<file path="src/hw/rtl/ffsa_pkg.sv">
package ffsa_pkg;

  localparam logic [1:0] KIND_ALLOC   = 2'd0;
  localparam logic [1:0] KIND_RELEASE = 2'd1;
  localparam logic [1:0] KIND_LIST    = 2'd2;

  localparam logic [2:0] STAT_OK       = 3'd0;
  localparam logic [2:0] STAT_NOGAP    = 3'd1;
  localparam logic [2:0] STAT_NOTFOUND = 3'd2;
  localparam logic [2:0] STAT_FULL     = 3'd3;
  localparam logic [2:0] STAT_EMPTY    = 3'd4;

  localparam logic [31:0] MEM_SIZE_RESET = 32'd65536;

  typedef enum logic [1:0] {
    ST_IDLE,
    ST_EVAL,
    ST_APPLY,
    ST_LIST
  } state_t;

  typedef struct packed {
    logic [15:0] owner;
    logic [31:0] start;
    logic [31:0] last;
  } ent_t;

  typedef struct packed {
    logic        eval;
    logic        insert;
    logic        remove;
    logic        is_alloc;
    logic [31:0] size;
    logic [15:0] rid;
    logic [31:0] mem_size;
    logic [15:0] new_id;
  } ctl_t;

endpackage

</file>
<file path="src/hw/rtl/ffsa_cell.sv">
module ffsa_cell #(
  parameter int CELL_IDX = 0,
  parameter int CNT_W    = 5
) (
  input  logic              clk,
  input  ffsa_pkg::ctl_t    ctl,
  input  logic [CNT_W-1:0]  count,
  input  ffsa_pkg::ent_t    left_ent,
  input  ffsa_pkg::ent_t    right_ent,
  input  logic              hit_in,
  output ffsa_pkg::ent_t    ent,
  output logic              hit_out,
  output logic              sel,
  output ffsa_pkg::ent_t    res_ent
);

  logic           flag;
  logic           occ;
  logic           open;
  logic [32:0]    lo;
  logic [32:0]    hi;
  logic           fit;
  logic           match;
  ffsa_pkg::ent_t new_ent;

  always_comb begin
    occ  = CNT_W'(CELL_IDX) < count;
    open = CNT_W'(CELL_IDX) <= count;
    // gap opens right after the left neighbor, or at address zero
    if (CELL_IDX == 0) begin
      lo = '0;
    end else begin
      lo = {1'b0, left_ent.last} + 33'd1;
    end
    // past the last segment the gap runs to the top of memory
    hi    = occ ? {1'b0, ent.start} : {1'b0, ctl.mem_size};
    fit   = open && ({1'b0, hi} >= ({1'b0, lo} + {2'b00, ctl.size}));
    match = occ && (ent.owner == ctl.rid);
    new_ent.owner = ctl.new_id;
    new_ent.start = lo[31:0];
    new_ent.last  = lo[31:0] + ctl.size - 32'd1;
    hit_out = hit_in | flag;
    sel     = flag & ~hit_in;
    if (sel) begin
      res_ent = ctl.is_alloc ? new_ent : ent;
    end else begin
      res_ent = '0;
    end
  end

  always_ff @(posedge clk) begin
    if (ctl.eval) begin
      flag <= ctl.is_alloc ? fit : match;
    end
    if (ctl.insert) begin
      if (sel) begin
        ent <= new_ent;
      end else if (hit_in) begin
        ent <= left_ent;
      end
    end else if (ctl.remove) begin
      // close the hole: everything from the freed slot up moves down one
      if (hit_out) begin
        ent <= right_ent;
      end
    end
  end

endmodule

</file>
<file path="config.mk">
export PLATFORM = sky130hd
export DESIGN_NAME = ffsa_cell
export DESIGN_NICKNAME = d
export VERILOG_FILES = /design/src/hw/rtl/ffsa_pkg.sv /design/src/hw/rtl/ffsa_cell.sv
export SDC_FILE = /design/constraint.sdc
export NUM_CORES = 1
export LEC_CHECK = 0
export ABC_AREA = 1
export BUFFER_PORTS_ARGS = -buffer_cell sky130_fd_sc_hd__buf_2
export CORE_AREA = 2 2 166 168
export CTS_CLUSTER_DIAMETER = 80
export DETAILED_ROUTE_END_ITERATION = 7
export DIE_AREA = 0 0 168 170
export PLACE_DENSITY = 0.62
export SLEW_MARGIN = 15
export SYNTH_ARGS = -nofsm -noshare
export SYNTH_HDL_FRONTEND = slang
export SYNTH_SLANG_ARGS = --single-unit
</file>
<file path="constraint.sdc">
create_clock -name clk -period 5.3 [get_ports clk]
set_clock_uncertainty 0.1 [all_clocks]
set_input_delay 0.265 -clock clk [delete_from_list [all_inputs] [get_ports clk]]
set_output_delay 0.265 -clock clk [all_outputs]
set_load 0.1 [all_outputs]
</file>
# Word-level counts from Yosys, hierarchy flattened
# Index checks and enable logic that the tools add are counted.
# Widths: inputs -> output; s select.
[word_totals] wordCells=27 register_bits=81
[classes] eq_ne=2 bitwise_logic=3 muxes=9 n_addsub=1 magnitude_cmp=3 n_reduce_logical=5
[ops] operator="$mux 80" n=7
[ops] operator="$ge 32x32->1" n=1
[ops] operator="$mux 32" n=1
[ops] operator="$sub 32x1->32 const B" n=1
[ops] operator="$eq 16x16->1" n=1
[ops] operator="$le 1x5->1 const A" n=1
[ops] operator="$lt 1x5->1 const A" n=1
[ops] operator="$reduce_bool 2->1" n=2
[ops] operator="$ne 3x1->1 const B" n=1
[ops] operator="$reduce_and 3->1" n=1
[ops] operator="$logic_and 1x1->1" n=2
[ops] operator="$and 1x1->1" n=1
[ops] operator="$mux 1" n=1
[ops] operator="$not 1->1" n=1
[ops] operator="$or 1x1->1" n=1

# Longest topological paths before layout
# Gate-level depths: netlist of the first run.
[logic_depth] depth_word=5 depth_mapped=17 depth_no_buf=16

# Worst setup path after synthesis of the first run
# No wires, ideal clock.
[synth_path] path_kind="input-to-output" from="in ctl[65] in the netlist's numbering" to="out res_ent[26] in the netlist's numbering" n_path_buf=0 arrival_time_ns=3.234 path_slack_ns=1.701 cell_stages=8 path_cell_list="inv_1 > ha_1 > nand2_2 > nor2_4 > nand2_2 > nor2_2 > xor2_1 > o21ai_0"
[synth_lines] element="start: declaration" line_no="ffsa_cell.sv:6" text="input ffsa_pkg::ctl_t ctl,"
[synth_lines] element="end: declaration" line_no="ffsa_cell.sv:14" text="output ffsa_pkg::ent_t res_ent"

==> key figures, run 1 <==
Run status
  • Status: finished, final reports clean

Timing
  • Tmin final: 3.28 ns
  • Worst-Margin Slew: 0.967 ns
  • Finish-stage setup viols: 0
  • Final WS setup: 2.02 ns
  • Maximum clock rate: 305 MHz
  • Final Hold Vio Count: 0
  • Final TNS setup: 0 ns
  • Final Max Slew Viols: 0
  • RSZ-0062 raised after global routing: false
  • Final period utilization: 61.9%
  • Worst slew margin: 35.3%

Pwr
  • Psw: 1320 µW
  • Logic pwr share: 44.9%
  • Leakage: 0.00498 µW
  • Sequential Power Share: 30.1%
  • Internal power: 1450 µW
  • VDD IR max: 157 µV
  • Pwr Total: 2770 µW
  • Switching Share: 47.6%
  • Cell Pwr Density: 285 mW/mm²
  • Clock share of power: 25.1%

Routing
  • Via count: 8203
  • WL/cell: 17.8 µm
  • Final WL: 31.1 mm
  • Number of vias per cell: 4.69
  • Pre-antenna DRT Iters: 6
  • Initial DRC Count: 514
  • Remaining DRCs: 0
  • Remaining antenna violation count after routing: 0

Yosys
  • Post-synthesis cell count: 1004
  • Synth top area share: 34.8%
  • Top FF cell, synth: edfxtp_1
  • Post-synth EDFFs: 81
  • Netlist cell types: 33
  • Leading area contributor after synthesis: edfxtp_1
  • Syn. warnings: 0
  • Post-synth top cells: nand2_1, nor2_1, inv_1
  • Seq/Total Area, Yosys: 34.8%
  • Area of the mapped netlist: 0.00698 mm²
  • Avg Cell Area, Syn: 6.95 µm²
  • Synth area leaders: edfxtp_1, nand2_1, nor2_1, ha_1, a21oi_1
  • Share of flip-flops with an asynchronous set or reset: 0%
  • FF+latch count, synth: 81
  • Most common cell in the netlist: nand2_1
  • Post-synth net total: 1304

Clock network
  • Clk sinks: 81
  • Reg clk slew, reported paths: 0.06 ns
  • Skew-Pair Late Insertion Delay: 0.35 ns
  • Post-CTS sizing: 0
  • CTS buffer count: 9
  • H-Tree Depth: 3
  • Hold_buf cts: 0
  • CTS tree: yes
  • Root Driver: clkbuf_16
  • Max clock buf depth: 2
  • Setup repair bufs after CTS: 0

Setup path
  • Crit Path Max Fanout: 54
  • Largest delay contributor family on the critical path: buffers and inverters
  • Startpoint Class: register
  • WP buf/inv: 5
  • CP max-delay cell: inv_1
  • Crit end category: primary output
  • Crit path kind: reg2out
  • Delay of the slowest critical-path stage: 0.57 ns
  • Most common cell on crit path: inv_1
  • Worst-path cell chain: inv_1 -> nor2_4 -> inv_2 -> buf_4 -> nor2_1 -> inv_1 -> o21ai_0 -> buf_2
  • Worst EP required: 4.93 ns
  • WP data arrival: 2.92 ns

Finish
  • NumNets Final: 1699
  • Share of cells above drive strength 1: 35.6%
  • Area grow syn2layout: 39.3%
  • Util after Layout: 36.5%

Global routing
  • GRT met3 Usage: 3.35%
  • Top Usage Layer GRT: met2
  • Overall Global Routing Usage: 20.8%
  • Vias in the first global route: 7723
  • GR Layer Usage met2: 36.1%
  • Largest net degree at the start of global routing: 95
  • Global-route wire length before repair: 45.1 mm
  • Initial antenna violation count: 5
  • Grt total ovfl: 0
  • Met1 Use GR: 27.0%

Place
  • Port bufs: 428
  • DP Worst Slack: 2.23 ns
  • Gpl congestion: 0.886
  • Dpl hpwl: 25.1 mm

Floorplan
  • I/O pin cnt: 429
  • Die width: 168 µm
  • Core ar.: 0.0267 mm²
  • Number of placement rows: 60
  • Die Ht: 170 µm
  • Die area: 0.0286 mm²
  • Starting Density: 26.2%

Job
  • Max-cap violations: 0

Hold path
  • Tightest Hold Check Type: in2reg
[power by group through the flow]
stage               registers [µW]  clock network (µW)  logic, µW
global placement               845                   0       1240
finish                         834                 695       1240
global route                   839                 740       1320
CTS                            833                 721       1250
floorplan                     1270                   0        514
detailed placement             846                   0       1250
[per-layer routing]
metal,vias up,wire (µm)
met5,-,13
met4,2,512
met3,30,2010
li1,4063,-
met2,361,15100
met1,3747,13500
[placed cells by master (no fill, tap or decap), types with 9 or more instances in the layout]
master,synthesis,layout
a21oi_1,76,76
buf_2,10,428
clkbuf_16,0,9
edfxtp_1,81,81
ha_1,33,33
inv_1,85,84
mux2_2,15,15
nand2_1,290,289
nand3_1,12,12
nor2_1,170,170
nor2_2,11,11
o21ai_0,75,75
xor2_1,29,29
[per-stage QoR]
| stage | instances | cell area (µm²) | hold slack, ns |
|---|---|---|---|
| floorplan | 1004 | 6980 | 0.277 |
| global placement | 1729 | 9400 | 0.437 |
| detailed placement | 1729 | 9400 | 0.435 |
| CTS | 1744 | 9710 | 0.0698 |
| global route | 1748 | 9720 | 0.0550 |
| finish | 1748 | 9720 | 0.0720 |
[path summary, 6_finish.rpt]
check,startpoint,to,slack (ns),cells after the start
hold / removal,ctl[99],flag$_DFFE_PP_,0.07,1
hold reg to reg,ent[72]$_DFFE_PP_,flag$_DFFE_PP_,0.83,5
setup reg to reg,flag$_DFFE_PP_,ent[40]$_DFFE_PP_,3.12,3
setup / recovery,flag$_DFFE_PP_,res_ent[16],2.02,8
[layout make-up]
class | instances | area (µm²)
well taps | 341 | 427
diodes | 4 | 10.0
clock buffers | 10 | 229
fillers | 2901 | 16900
clock inverters | 5 | 81.3
repair buffers | 433 | 2180
multi-input cells | 784 | 4030
inverters | 90 | 339
flip-flops and latches | 81 | 2430
[worst register-to-register path: stages (launching register included)]
cell      delay (ns)
edfxtp_1        0.42
or2_2           0.17
o21a_4          0.50
buf_4           0.58
[kinds of logic after synthesis]
group                    synth area share, %
multiplexers                            2.42
buffers and inverters                   7.65
AND/OR/NAND/NOR                         30.4
flip-flops                              34.8
XOR/XNOR                                4.25
AO/OA/AOI/OAI                           14.5
adder cells (fa/ha/maj)                 5.91
[sequential cells by signal (all words and copies together) (netlist names)]
register / count
ent: 80
flag: 1
Power figures use the tool's default switching activity.
==> run 2: changes to the inputs <==
- PLACE_DENSITY: 0.62 -> 0.64
- clock period: 5.3 -> 2.75 ns (I/O delays scaled with it)
==> run 2 against run 1 <==
  * Non-clock buffer count grew 70
  * Critical path depth is the same
  * Hold slack lost 0.061 ns
  * Flip-flop and latch count is the same
  * Clock-buffer cell count shrank 1
  * Via count grew 6.4%
  * Combinational power grew 120%
  * Clock power grew 84%
  * Total power grew 100%
  * Final area grew 20%
  * Global-route usage grew 2.3 points
==> key figures, run 2 (synthesized netlist as in run 1, its figures left out) <==
Clock network
  • Skew-Pair Late Insertion Delay: 0.35 ns
  • Reg clk slew, reported paths: 0.08 ns
  • Max clock buf depth: 2
  • CTS tree: yes
  • CTS buffer count: 9
  • H-Tree Depth: 3
  • Clk sinks: 81
  • Root Driver: clkbuf_16

Floorplan
  • Die Ht: 170 µm
  • I/O pin cnt: 429
  • Core ar.: 0.0267 mm²
  • Starting Density: 26.2%
  • Number of placement rows: 60
  • Die area: 0.0286 mm²
  • Die width: 168 µm

Routing
  • Number of vias per cell: 4.80
  • Remaining antenna violation count after routing: 0
  • Metal3 WL: 2.23 mm
  • Top routing layer used: met4
  • Pre-antenna DRT Iters: 5
  • WL/cell: 19.0 µm
  • Via count: 8728
  • Initial DRC Count: 423
  • Remaining DRCs: 0
  • DRT met1 WL: 13.4 mm
  • Final WL: 34.6 mm
  • Wire length on met2: 18.0 mm

Global routing
  • Grt total ovfl: 0
  • Vias in the first global route: 8839
  • Global-route wire length before repair: 49.9 mm
  • Initial antenna violation count: 5
  • Largest net degree at the start of global routing: 95
  • Overall Global Routing Usage: 23.2%

Finish
  • Share of cells above drive strength 1: 36.3%
  • NumNets Final: 1770
  • Util after Layout: 43.8%
  • # fillers: 2663
  • Sequential cell area: 0.00243 mm²
  • Fin cells: 1820
  • Area grow syn2layout: 67.1%
  • Max reg flops: 80
  • Multi-input gate area: 0.00412 mm²
  • Largest Register: ent
  • Largest registers: ent x80, flag x1
  • Leading cell type in the layout, fill and taps excluded: buf_2
  • Most frequent cells in the layout: buf_2, nand2_1, nor2_1, inv_1, edfxtp_1

Pwr
  • Internal power: 2950 µW
  • Sequential Power Share: 28.6%
  • VDD IR max: 221 µV
  • Leakage: 0.00551 µW
  • Cell Pwr Density: 480 mW/mm²
  • Logic pwr share: 48.5%
  • Psw: 2650 µW
  • Clock share of power: 22.9%
  • Switching Share: 47.3%

Timing
  • Finish-stage setup viols: 0
  • Tmin final: 2.58 ns
  • Final WS setup: 0.166 ns
  • Final Max Slew Viols: 0
  • Worst-Margin Slew: 0.615 ns
  • RSZ-0062 raised after global routing: false
  • Final period utilization: 94.0%
  • Maximum clock rate: 387 MHz
  • Worst slew margin: 59.0%
  • Final Hold Vio Count: 0

Setup path
  • Worst EP required: 2.51 ns
  • Crit Path Max Fanout: 13
  • Worst r2r src: ent[45]$_DFFE_PP_
  • Reg2Reg Setup Slack: 0.63 ns
  • Startpoint Class: register
  • Crit end category: primary output
  • Reg2reg end: flag$_DFFE_PP_
  • FF-to-FF path depth: 14
  • Crit path kind: reg2out
  • WP data arrival: 2.35 ns

Hold path
  • Tightest Hold Check Type: in2reg
  • Hold Path Depth: 3
  • Hold path endpoint: ent[16]$_DFFE_PP_
  • Hold path start: left_ent[16]

Place
  • Gpl congestion: 0.947
  • Dpl hpwl: 27.4 mm
  • Port bufs: 428
  • DP Worst Slack: 0.0610 ns
  • Placed cells: 1739

Run status
  • Status: finished, final reports clean

Job
  • Max-cap violations: 0
## run 2: cell types whose count changed in the layout (fill, tap and decap cells not counted), moves of 8 or more
cell	delta
buf_12	+79
buf_2	-77
dlygate4sd3_1	+58
buf_4	+10
a21oi_1	-8
a21oi_2	+8
a22oi_1	-8
a22oi_2	+8
## run 2: metrics by stage
stage | area, µm² | power [µW] | hold WS (ns) | TNS, ns
2_1_floorplan | 7070 | 3450 | 0.150 | -14.76
3_3_place_gp | 10700 | 4250 | 0.311 | 0
3_5_place_dp | 10700 | 4280 | 0.312 | 0
4_1_cts | 11600 | 5640 | 0.000436 | -0.0569
5_1_grt | 11700 | 5840 | 0.00913 | 0
6_report | 11700 | 5600 | 0.0109 | 0
## run 2: power by group through the flow
stage	Combinational (µW)	Clock (µW)	Sequential, µW
after floorplan	1010	0	2450
after global placement	2620	0	1630
after detailed placement	2650	0	1630
after CTS	2720	1320	1600
after global routing	2860	1360	1620
final	2720	1280	1600
## run 2: how the worst max path moves through the flow
stage / slack (ns) / end / depth (start not counted) / start
detailed placement: 0.06 / flag$_DFFE_PP_ / 14 / count[2]
finish: 0.17 / res_ent[7] / 8 / flag$_DFFE_PP_
CTS: -0.04 / res_ent[7] / 7 / flag$_DFFE_PP_
global route: 0.03 / res_ent[7] / 8 / flag$_DFFE_PP_
floorplan: -0.63 / res_ent[10] / 7 / flag$_DFFE_PP_
global placement: 0.09 / flag$_DFFE_PP_ / 14 / count[2]
## run 2: repair_timing
action	4_1_cts	5_1_grt
hold buffers	58	0
cloned	0	1
resized for setup	0	5
endpoints found under the setup margin	2	27
setup buffers	0	2
hold endpoints to repair	58	0
## run 2: layout make-up
cell class	count	share of cell area [%]
multi-input cells	784	35.3
clock buffers	9	1.93
repair inverters	1	0.0644
well taps	341	3.66
repair buffers	503	34.6
inverters	90	2.96
flip-flops and latches	81	20.8
clock inverters	7	0.611
diodes	4	0.0858
## run 2: layer usage
layer  vias up  global-route usage, %
met5         -                      0
met4         0                   8.96
met3        52                   4.16
met2       422                   43.5
met1      4050                   25.9
li1       4204                      -
## run 2: critical path: stages, from the launching register on
cell and delay, ns:
edfxtp_1 0.42, inv_1 0.09, nor2_4 0.12, inv_2 0.06, nor2_2 0.32, clkinvlp_4 0.13, buf_4 0.22, o21ai_0 0.40
buf_12 0.23
